[config.mk]
export PLATFORM = sky130hd
export DESIGN_NAME = ivm_cell
export DESIGN_NICKNAME = d
export VERILOG_FILES = /design/src/ivm_pkg.sv /design/src/ivm_cell.sv
export SDC_FILE = /design/constraint.sdc
export NUM_CORES = 1
export LEC_CHECK = 0
export ABC_AREA = 1
export BUFFER_PORTS_ARGS = -buffer_cell sky130_fd_sc_hd__clkbuf_2
export CORE_ASPECT_RATIO = 0.7
export CORE_MARGIN = 5
export CORE_UTILIZATION = 45
export CTS_BUF_LIST = sky130_fd_sc_hd__clkbuf_2 sky130_fd_sc_hd__clkbuf_4 sky130_fd_sc_hd__clkbuf_8
export CTS_CLUSTER_SIZE = 16
export DETAILED_ROUTE_END_ITERATION = 7
export PLACE_DENSITY_LB_ADDON = 0.2
export RECOVER_POWER = 100
export SLEW_MARGIN = 20
export SYNTH_ARGS = -nofsm -noshare
export SYNTH_HDL_FRONTEND = slang
export SYNTH_SLANG_ARGS = --single-unit
[constraint.sdc]
create_clock -name clk -period 2.3 [get_ports clk]
set_clock_uncertainty 0.2 [all_clocks]
set_input_delay 0.115 -clock clk [delete_from_list [all_inputs] [get_ports clk]]
set_output_delay 0.115 -clock clk [all_outputs]
set_load 0.03 [all_outputs]
[src/ivm_pkg.sv]
package ivm_pkg;

    localparam int MAX_BOUNDARIES = 64;
    localparam int KEY_BITS       = 32;
    localparam int VALUE_BITS     = 8;
    localparam int CNT_W          = $clog2(MAX_BOUNDARIES + 1);

    localparam int APB_ADDR_BITS  = 3;
    localparam int APB_DATA_BITS  = 32;

    // register index, taken from paddr[2]
    localparam logic REG_DEFAULT  = 1'b0;

    localparam logic FUNC_ASSIGN  = 1'b0;
    localparam logic FUNC_LOOKUP  = 1'b1;

    localparam logic [1:0] ST_DONE  = 2'd0;
    localparam logic [1:0] ST_EMPTY = 2'd1;
    localparam logic [1:0] ST_FULL  = 2'd2;

    typedef enum logic [1:0] {
        CELL_HOLD,
        CELL_CMP,
        CELL_SHL,
        CELL_INS
    } cell_op_t;

    typedef struct packed {
        cell_op_t               op;
        logic [KEY_BITS-1:0]    key_a;
        logic [KEY_BITS-1:0]    key_b;
        logic [KEY_BITS-1:0]    ins_key;
        logic [VALUE_BITS-1:0]  ins_value;
    } cell_ctrl_t;

    typedef struct packed {
        logic                   valid;
        logic                   ge;
        logic                   le;
        logic                   del;
        logic [KEY_BITS-1:0]    key;
        logic [VALUE_BITS-1:0]  value;
    } cell_state_t;

    typedef struct packed {
        logic                   a_hit;
        logic [VALUE_BITS-1:0]  a_val;
        logic                   b_hit;
        logic [VALUE_BITS-1:0]  b_val;
        logic                   any_del;
        logic                   two_del;
    } sel_t;

endpackage

[src/ivm_cell.sv]
module ivm_cell (
    input  logic               clk,
    input  logic               rst_n,
    input  ivm_pkg::cell_ctrl_t  ctrl,
    input  ivm_pkg::cell_state_t left,
    input  ivm_pkg::cell_state_t right,
    output ivm_pkg::cell_state_t cell_out
);

    logic                           valid_reg;
    logic                           valid_next;
    logic                           ge_reg;
    logic                           ge_next;
    logic                           le_reg;
    logic                           le_next;
    logic                           del_reg;
    logic                           del_next;
    logic [ivm_pkg::KEY_BITS-1:0]   key_reg;
    logic [ivm_pkg::KEY_BITS-1:0]   key_next;
    logic [ivm_pkg::VALUE_BITS-1:0] value_reg;
    logic [ivm_pkg::VALUE_BITS-1:0] value_next;
    logic                           lt_a;
    logic                           le_b;

    assign lt_a = valid_reg && (key_reg < ctrl.key_a);
    assign le_b = valid_reg && (key_reg <= ctrl.key_b);

    always_comb
    begin
        valid_next = valid_reg;
        ge_next    = ge_reg;
        le_next    = le_reg;
        del_next   = del_reg;
        key_next   = key_reg;
        value_next = value_reg;
        case (ctrl.op)
            ivm_pkg::CELL_CMP:
            begin
                ge_next  = !lt_a;
                le_next  = le_b;
                del_next = valid_reg && !lt_a && le_b;
            end
            // close the gap at the first removed entry
            ivm_pkg::CELL_SHL:
            begin
                if (ge_reg)
                begin
                    valid_next = right.valid;
                    del_next   = right.del;
                    key_next   = right.key;
                    value_next = right.value;
                end
            end
            // open a slot at the range start
            ivm_pkg::CELL_INS:
            begin
                if (ge_reg)
                begin
                    del_next = 1'b0;
                    if (left.ge)
                    begin
                        valid_next = left.valid;
                        key_next   = left.key;
                        value_next = left.value;
                    end
                    else
                    begin
                        valid_next = 1'b1;
                        key_next   = ctrl.ins_key;
                        value_next = ctrl.ins_value;
                    end
                end
            end
            default:
            begin
            end
        endcase
    end

    always_ff @(posedge clk or negedge rst_n)
    begin
        if (!rst_n)
        begin
            valid_reg <= 1'b0;
            ge_reg    <= 1'b0;
            le_reg    <= 1'b0;
            del_reg   <= 1'b0;
        end
        else
        begin
            valid_reg <= valid_next;
            ge_reg    <= ge_next;
            le_reg    <= le_next;
            del_reg   <= del_next;
        end
    end

    always_ff @(posedge clk)
    begin
        key_reg   <= key_next;
        value_reg <= value_next;
    end

    assign cell_out.valid = valid_reg;
    assign cell_out.ge    = ge_reg;
    assign cell_out.le    = le_reg;
    assign cell_out.del   = del_reg;
    assign cell_out.key   = key_reg;
    assign cell_out.value = value_reg;

endmodule

Word level (Yosys, flattened, before mapping)
Cells that the tools add are included.
{"block": "totals", "n_memories": 0, "inputBits": 196, "romBits": 0, "mem_bits_rw": 0, "ff_bits": 44, "output_inout_bits": 44, "latchBits": 0, "wordCells": 37}
{"block": "classes", "n_bitwise": 0, "n_mux": 15, "n_shift": 0, "order_cmp": 2, "div": 0, "addsub": 0, "mul": 0, "n_eq_ne": 5, "n_reduce_logical": 9}
{"operator": "32-bit 2-to-1 mux", "n": 3}
{"operator": "32-bit one-hot mux with 2 select lines", "n": 1}
{"operator": "32-bit less-or-equal comparator", "n": 1}
{"operator": "32-bit less-than comparator", "n": 1}
{"operator": "8-bit 2-to-1 mux", "n": 3}
{"operator": "8-bit one-hot mux with 2 select lines", "n": 1}
{"operator": "3-bit AND reduction", "n": 2}
{"operator": "1-bit 2-to-1 mux", "n": 5}
{"operator": "2-bit equality test, second input constant", "n": 2}
{"operator": "1-bit logical AND", "n": 4}
{"operator": "2-bit != test, second input constant", "n": 2}
{"operator": "1-bit one-hot mux with 3 select lines", "n": 1}
{"operator": "3-bit nonzero test", "n": 1}
{"operator": "2-bit by 1-bit equality test with 1-bit output, second input constant", "n": 1}
{"operator": "1-bit one-hot mux with 2 select lines", "n": 1}
{"operator": "2-bit nonzero test", "n": 1}
{"operator": "1-bit zero test", "n": 1}

Logic depth before layout (Yosys ltp)
Gate-level depths: netlist of run 1.
{"block": "depth", "ltp_word": 6, "mapped_depth": 16, "ltp_nobuf": 16}

Worst setup path after synthesis of run 1
No wires, ideal clock.
{"block": "synth_timing", "kind": "register to register", "start": "register key_reg[31] in the netlist's numbering", "end": "register del_reg", "slack_ns": 0.318, "required_ns": 2.027, "n_path_buf": 0, "arrival_time_ns": 1.709, "setup_time_ns": 0.073, "stages_incl_launch_ff": 10, "cell_sequence": "edfxtp_1 > ha_1 > nand2_2 > nor2_4 > nand2_2 > nor4_4 > nand3b_1 > a21oi_2 > nand2_1 > a21oi_2"}
{"block": "synth_via", "elab_chain_len": 6}
{"element": "start, declared", "line_no": "ivm_cell.sv:18", "source": "logic [ivm_pkg::KEY_BITS-1:0] key_reg;"}
{"element": "start signal, assigned", "line_no": "ivm_cell.sv:100", "source": "key_reg <= key_next;"}
{"element": "32-bit less-than comparator", "line_no": "ivm_cell.sv:25", "source": "assign lt_a = valid_reg && (key_reg < ctrl.key_a);"}
{"element": "1-bit logical AND", "line_no": "ivm_cell.sv:25"}
{"element": "1-bit zero test", "line_no": "ivm_cell.sv:41", "source": "del_next = valid_reg && !lt_a && le_b;"}
{"element": "1-bit logical AND", "line_no": "ivm_cell.sv:41"}
{"element": "1-bit logical AND (*)", "line_no": "ivm_cell.sv:41"}
{"element": "1-bit one-hot mux with 3 select lines (*)", "line_no": "ivm_cell.sv:36", "source": "case (ctrl.op)"}
{"element": "end signal, assigned", "line_no": "ivm_cell.sv:94", "source": "del_reg <= del_next;"}
{"element": "end, declared", "line_no": "ivm_cell.sv:16", "source": "logic del_reg;"}
Every way passes the cells marked *; elsewhere a longest branch is shown, timed or not.
A chain may end at the register's enable or synchronous reset.

Final worst setup path of run 1
{"block": "layout_timing", "start": "input ctrl[105] in the netlist's numbering", "end": "register key_reg[28] in the netlist's numbering, data pin"}
{"block": "layout_via", "elab_chain_len": 2}
{"element": "start, declared", "line_no": "ivm_cell.sv:4", "source": "input ivm_pkg::cell_ctrl_t ctrl,"}
{"element": "2-bit equality test", "line_no": "ivm_cell.sv:36"}
{"element": "32-bit one-hot mux with 2 select lines (*)", "line_no": "ivm_cell.sv:36"}
{"element": "net key_next (one bit)", "line_no": "ivm_cell.sv:19", "source": "logic [ivm_pkg::KEY_BITS-1:0] key_next;"}
Mark *: on every way through the listed nets, which the timed path passes. The rest lies on a longest branch.

==> summary.txt, run 1 <==
Status
  • Status: finished clean

Clocking
  • CTS hold repair buffers: 78
  • Root buf cell: clkbuf_8
  • Clock latency on the worst-skew pair: 0.29 ns
  • TritonCTS Buffers: 5
  • # resized after CTS: 0
  • # H-tree levels: 2
  • Clock transition at path regs: 0.09 ns
  • Post-CTS setup buffers: 0
  • Clock net sink count: 44
  • Clock Tree Buf Depth: 2
  • CTS tree: done

STA
  • Worst-margin pin slew: 0.755 ns
  • Setup-failing EPs final: 0
  • Fin. max-slew vios: 0
  • Final hold vios: 0
  • Final min period: 2.26 ns
  • RSZ-0062 raised after global routing: false
  • Crit share post-route: 98.4%
  • Max-slew headroom: 49.6%
  • F_max: 0.442 GHz
  • Setup TNS: 0 ns

Floorplan
  • CORE AREA: roughly 8400 sq um
  • Chip Width: 121 um
  • Row cnt: 28
  • Initial Util: ~46%
  • I/O pin count: 240
  • Die Y: 87.9 um
  • Total die area: 10,600 sq um

Synth
  • Synthesized area: 3900 sq um
  • Register bit total from synthesis: 44
  • Syn_nets: 776
  • Post-synth top area cell: edfxtp_1
  • Yosys warnings: 0
  • Area contributors post-synth: edfxtp_1 31%, ha_1 20%, a21oi_1 14%, nand2_1 9.7%, inv_1 7.8%
  • Synth Instances: 517
  • Syn_area_per_cell: 7.54 sq um
  • Top cell type's share of synthesized area: 30.8%
  • Synth cell types: 26
  • Sequential share of the synthesized area: 33.4%

Final layout
  • Final std cells w/o fill: 944
  • Max FFs per register: 32
  • Storage cell area: 1300 sq um
  • Ant. Diodes: 0
  • Area occupied by multi-input gates: 2180 sq um
  • Layout cells sized above 1: 26.2%
  • Post-route cell area: between 6000 and 7000 sq um
  • Syn-to-layout area delta: 54.9%
  • Fill cells: 712
  • Layout Nets: 1,082

Critical path
  • CP max FO: 17
  • Crit-path leading delay family: buffers and inverters
  • Worst setup SP type: input pin
  • Worst Path Buf+Inv: 4
  • Crit. End Element: register
  • CP arrival: between 2 and 2.5 ns
  • Slowest stage delay, CP: 0.59 ns
  • Critical path cell sequence: dlygate4sd3_1, clkbuf_2, nand2_1, clkbuf_4, a21oi_1, a21oi_1, dlygate4sd3_1
  • CP max-delay cell: dlygate4sd3_1
  • WS Path Type: input pin to register
  • Worst endpoint required time: 2.15 ns

Place
  • Post-detail-place hpwl: 10,600 um
  • Area post-placement: 5200 sq um
  • Routability cong.: 0.836
  • IO Port Bufs: 235
  • Placed instance count: 858

Detailed routing
  • DRC Markers: 0
  • DR vias: 4,721
  • First DRT Iteration DRCs: 252
  • Final ANT Viol Nets: 0
  • DRT Pass-1 Iters: 5
  • Per-cell routed wire length: 15.5 um
  • Vias per cell: 5.00
  • Final wirelength: ~15,000 um

Worst hold path
  • Hold Crit Class: input pin to register

GRT
  • First-pass GRT wire length: 22,800 um
  • Number of global-route vias before repair: 5,019
  • Initial antenna violation count: 0
  • Total GRT Usage: between 20 and 30%
  • Largest net degree at the start of global routing: 41
  • Remaining Overflow, GRT: 0

Power and ir drop
  • Max IR drop VDD: roughly 0.34 mV
  • Pleak: between 3 and 4 nW
  • Total Power: roughly 2.9 mW
  • Cell Pwr Density: between 400 and 500 nW/um^2

Flow run
  • Max cap viols: 0
worst min-delay path, stage by stage:
cell,delay [ns]
clkbuf_2,0.07
nor2_1,0.03
a21oi_1,0.14
worst paths after layout:
kind,from,slack (ns),cells after the start,to
min in group asynchronous,rst_n,0.52,3,del_reg$_DFFE_PN0P_
max reg2reg,key_reg[11]$_DFFE_PP_,0.22,10,del_reg$_DFFE_PN0P_
max in group asynchronous,rst_n,1.20,3,valid_reg$_DFFE_PN0P_
min reg2reg,le_reg$_DFFE_PN0N_,0.33,2,le_reg$_DFFE_PN0N_
max,ctrl[105],0.04,7,key_reg[28]$_DFFE_PP_
min,right[22],0.003,3,key_reg[14]$_DFFE_PP_
metrics by stage:
stage | util, % | hold WS (ns) | worst slack [ns]
finish | 71.5 | 0.00312 | 0.0377
CTS | 72.2 | 0.00218 | 0.180
detailed placement | 61.6 | -0.271 | 0.289
global route | 71.5 | 0.00769 | 0.0119
floorplan | - | -0.381 | 0.318
global placement | 61.6 | -0.272 | 0.364
cells by family (layout without fill, tap and decap cells):
group	Yosys count	count (layout)	share of synthesized area [%]
adders and majority gates	63	63	20.2
buffers and inverters	104	411	10.5
DFF	44	44	33.4
and+or+nand+nor	177	177	18.8
AOI/OAI and AO/OA	129	129	17.1
report_power, final:
part           internal [mW]  total, mW  leakage, nW  switching, mW
clock network          0.328      0.623       0.0583          0.295
registers              0.995       1.07        0.428         0.0729
logic                  0.497       1.19         2.73          0.697
total                   1.82       2.89         3.21           1.07
cells in the mapped netlist (all sizes together):
master  instances
ha             63
nor2           58
nor4            1
dfrtp           4
nand3b          1
inv            83
edfxtp         40
a21o            1
nand4           5
nand2         105
buf             8
o21ai          11
o21a            3
a21oi         114
clkbuf         13
nand3           4
nor3            3
area by class of cell:
class                      count  share of cell area (%)
clock buffer                   5                    1.14
sequential                    44                    21.6
timing repair buffer         320                    32.8
inverter                      83                    5.16
multi-input combinational    369                    36.1
tap                          120                    2.49
clock inverter                 3                   0.788
cells in the final DEF (no fill, tap or decap), drive strengths merged, types with 4 or more instances in the layout:
master         n
edfxtp        40
a21oi        114
nand4          5
dfrtp          4
nand2        105
o21ai         11
ha            63
dlygate4sd3   78
buf            6
nand3          4
nor2          58
inv           83
clkbuf       241
routing by layer:
layer,track usage (%),wire (um),share of wire (%)
met5,0,0,0
met3,6.97,1250,8.5
met1,30.0,5630,38
met2,50.1,7320,50
met4,9.36,454,3.1
(Power assumes the default switching activity.)
==> inputs of run 2 (changes only) <==
--- a/config.mk
+++ b/config.mk
@@ -6,5 +6,4 @@
 export NUM_CORES = 1
 export LEC_CHECK = 0
-export ABC_AREA = 1
 export BUFFER_PORTS_ARGS = -buffer_cell sky130_fd_sc_hd__clkbuf_2
 export CORE_ASPECT_RATIO = 0.7
==> constraint.sdc (replaced) <==
create_clock -name clk -period 2.3 [get_ports clk]
set_clock_uncertainty 0.2 [all_clocks]
set_input_delay 0.345 -clock clk [delete_from_list [all_inputs] [get_ports clk]]
set_output_delay 0.345 -clock clk [all_outputs]
set_load 0.03 [all_outputs]
==> summary.txt, run 2 <==
Worst hold path
  • Hold Crit Class: input pin to register

STA
  • Crit share post-route: 103% (+5.1 points)
  • RSZ-0062 raised after global routing: true
  • Final hold vios: 0 (unchanged)
  • Worst-margin pin slew: 1.37 ns (+0.617 ns)
  • F_max: 0.420 GHz (-4.9%)
  • Fin. max-slew vios: 0 (unchanged)
  • Setup TNS: -0.132 ns (-0.132 ns)
  • Max-slew headroom: 8.52% (-41 points)
  • Final min period: 2.38 ns (+0.118 ns)
  • Setup-failing EPs final: 3 (+3)
  • Worst setup margin: -0.0800 ns (-0.118 ns)
  • Hold WS: 0.141 ns (+0.138 ns)

Floorplan
  • Die Y: 87.2 um (-0.73%)
  • I/O pin count: 240 (unchanged)
  • Row cnt: 28 (unchanged)
  • Total die area: 10,500 sq um (-1.5%)
  • Chip Width: 120 um (-0.75%)
  • Initial Util: 45.8% (-0.38 points)
  • CORE AREA: 8370 sq um (-0.83%)

Clocking
  • TritonCTS Buffers: 5 (unchanged)
  • Clock Tree Buf Depth: 2 (unchanged)
  • CTS tree: done
  • Clock net sink count: 44 (unchanged)
  • Clock transition at path regs: 0.08 ns (about the same)
  • # H-tree levels: 2 (unchanged)
  • Clock latency on the worst-skew pair: 0.29 ns (about the same)
  • Root buf cell: clkbuf_8

Synth
  • Most frequent cell after synthesis: inv_1
  • Area contributors post-synth: edfxtp_1 31%, ha_1 21%, mux2i_1 10%, a21oi_1 8.1%, inv_1 6.6%
  • Ys flop type: edfxtp_1
  • Yosys warnings: 0 (unchanged)
  • Top post-synthesis cells by count: 67 x inv_1, 63 x ha_1, 62 x a21oi_1
  • Register bit total from synthesis: 44 (unchanged)
  • Sequential share of the synthesized area: 34.0% (+0.56 points)
  • Synth async-reset ratio: 9.09% (unchanged)
  • Top cell type's share of synthesized area: 31.3% (+0.51 points)
  • Post-synth EDFFs: 40 (unchanged)
  • Syn_area_per_cell: 9.04 sq um (+20%)
  • Post-synth top area cell: edfxtp_1
  • Synthesized area: 3830 sq um (-1.6%)
  • Synth cell types: 40 (+54%)
  • Syn_nets: 683 (-12%)
  • Synth Instances: 424 (-18%)

Final layout
  • Commonest non-fill, non-tap cell in the layout: clkbuf_2
  • Fill cells: 770 (+8.1%)
  • Syn-to-layout area delta: 39.9%
  • Storage cell area: 1300 sq um (unchanged)
  • Max FFs per register: 32 (unchanged)
  • Commonest non-fill, non-tap cells in the layout: 192 x clkbuf_2, 66 x inv_1, 62 x a21oi_1
  • Layout cells sized above 1: 34.2% (+8.0 points)
  • Ant. Diodes: 0 (unchanged)
  • Area occupied by multi-input gates: 2290 sq um (+5.2%)
  • Layout Nets: 927 (-14%)
  • Final std cells w/o fill: 774 (-18%)

GRT
  • Largest net degree at the start of global routing: 42 (+2.4%)
  • Total GRT Usage: 21.7% (-5.1 points)
  • Remaining Overflow, GRT: 0 (unchanged)
  • First-pass GRT wire length: 18,100 um (-20%)
  • Number of global-route vias before repair: 3,891 (-22%)
  • Initial antenna violation count: 0 (unchanged)

Critical path
  • Worst endpoint required time: 2.34 ns (+0.19 ns)
  • Worst setup SP type: register
  • CP arrival: 2.42 ns (+0.31 ns)
  • CP max FO: 3 (-14)
  • Crit. End Element: register
  • WS Path Type: register to register

Status
  • Failing checks: negative setup slack
  • Status: finished, violations left

Place
  • Post-detail-place hpwl: 10,200 um (-3.9%)
  • IO Port Bufs: 235 (unchanged)
  • Placed instance count: 759 (-12%)
  • Place WS: -0.0744 ns (-0.364 ns)
  • Routability cong.: 0.905 (+8.2%)

Detailed routing
  • Top sig layer: met4
  • DR vias: 3,837 (-19%)
  • Per-cell routed wire length: 15.1 um (-2.9%)
  • Wire length on met2: 5560 um (-24%)
  • Final ANT Viol Nets: 0 (unchanged)
  • DRT Pass-1 Iters: 4 (-1)
  • M1 wire length: 5040 um (-11%)
  • Met3 WL: 972 um (-22%)
  • DRC Markers: 0 (unchanged)
  • Final wirelength: 11,700 um (-20%)
  • First DRT Iteration DRCs: 183 (-27%)
  • Vias per cell: 4.96 (-0.87%)

Power and ir drop
  • Max IR drop VDD: 0.264 mV (-21%)
  • Cell Pwr Density: 511 nW/um^2 (+6.8%)
  • Pleak: 2.85 nW (-11%)
  • Total Power: 2.74 mW (-5.1%)

Flow run
  • Max cap viols: 0 (unchanged)
-- run 2: cell types whose count changed in the layout (fill, tap and decap cells not counted), sizes merged, moves of 4 or more --
cell | before | now
a21o | 1 | 5
a21oi | 114 | 63
buf | 6 | 16
dlygate4sd3 | 78 | 1
inv | 83 | 66
mux2i | 0 | 40
nand2 | 105 | 18
nand2b | 0 | 4
nand4 | 5 | 10
nor2 | 58 | 44
-- run 2: kinds of logic (layout without fill, tap and decap cells) --
logic type	count (synthesis)	in the layout	synth area share, %
AOI/OAI and AO/OA	97	97	14.6
buffers and inverters	85	330	8.72
DFF	44	44	34.0
adders and majority gates	63	63	20.6
and+or+nand+nor	95	95	11.8
muxes	40	40	10.4
-- run 2: what timing repair did --
action                     CTS  global route
setup buffers                0             6
pin swaps                    2            10
setup endpoints to repair    2             3
hold buffers                 1             0
resized for setup            0             6
hold endpoints to repair     4             0
-- run 2: layout make-up --
cell class | instances | area share (%)
Multi-Input combinational cell | 295 | 42.7
Sequential cell | 44 | 24.3
Timing Repair Buffer | 255 | 23.8
Inverter | 67 | 4.69
Tap cell | 105 | 2.45
Clock buffer | 5 | 1.28
Clock inverter | 3 | 0.793
-- run 2: path summary, 6_finish.rpt --
kind / start / endpoint / slack [ns] / cells after the start
max: key_reg[10]$_DFFE_PP_ / del_reg$_DFFE_PN0P_ / -0.08 / 7
min: ctrl[105] / del_reg$_DFFE_PN0P_ / 0.14 / 2
max reg2reg: key_reg[10]$_DFFE_PP_ / del_reg$_DFFE_PN0P_ / -0.08 / 7
min reg2reg: le_reg$_DFFE_PN0N_ / le_reg$_DFFE_PN0N_ / 0.29 / 1
max in group asynchronous: rst_n / valid_reg$_DFFE_PN0P_ / 1.49 / 2
min in group asynchronous: rst_n / del_reg$_DFFE_PN0P_ / 0.22 / 2
-- run 2: stage by stage --
step | instance area, sq um | util [%]
after floorplan | 3890 | -
after global placement | 5240 | 62.6
after detailed placement | 5240 | 62.6
after CTS | 5360 | 64.0
after global routing | 5360 | 64.0
final | 5360 | 64.0
-- run 2: metal layers --
layer / global-route usage, % / up-vias
met2: 38.2 / 155
met3: 5.97 / 8
li1: - / 1982
met4: 3.91 / 0
met1: 27.2 / 1692
met5: 0 / -
-- run 2: worst max-delay path: stages (launching register included) --
cell      delay (ns)
edfxtp_1        0.51
ha_4            0.32
nand4_1         0.13
nor3_2          0.24
nand4_1         0.15
or3_4           0.39
a22oi_2         0.22
a221o_1         0.17
-- run 2: power by group --
part           internal, mW  switching [mW]  leakage (nW)
registers              1.00          0.0917         0.429
logic                 0.436           0.627          2.37
clock network         0.322           0.259        0.0558
total                  1.76           0.977          2.85
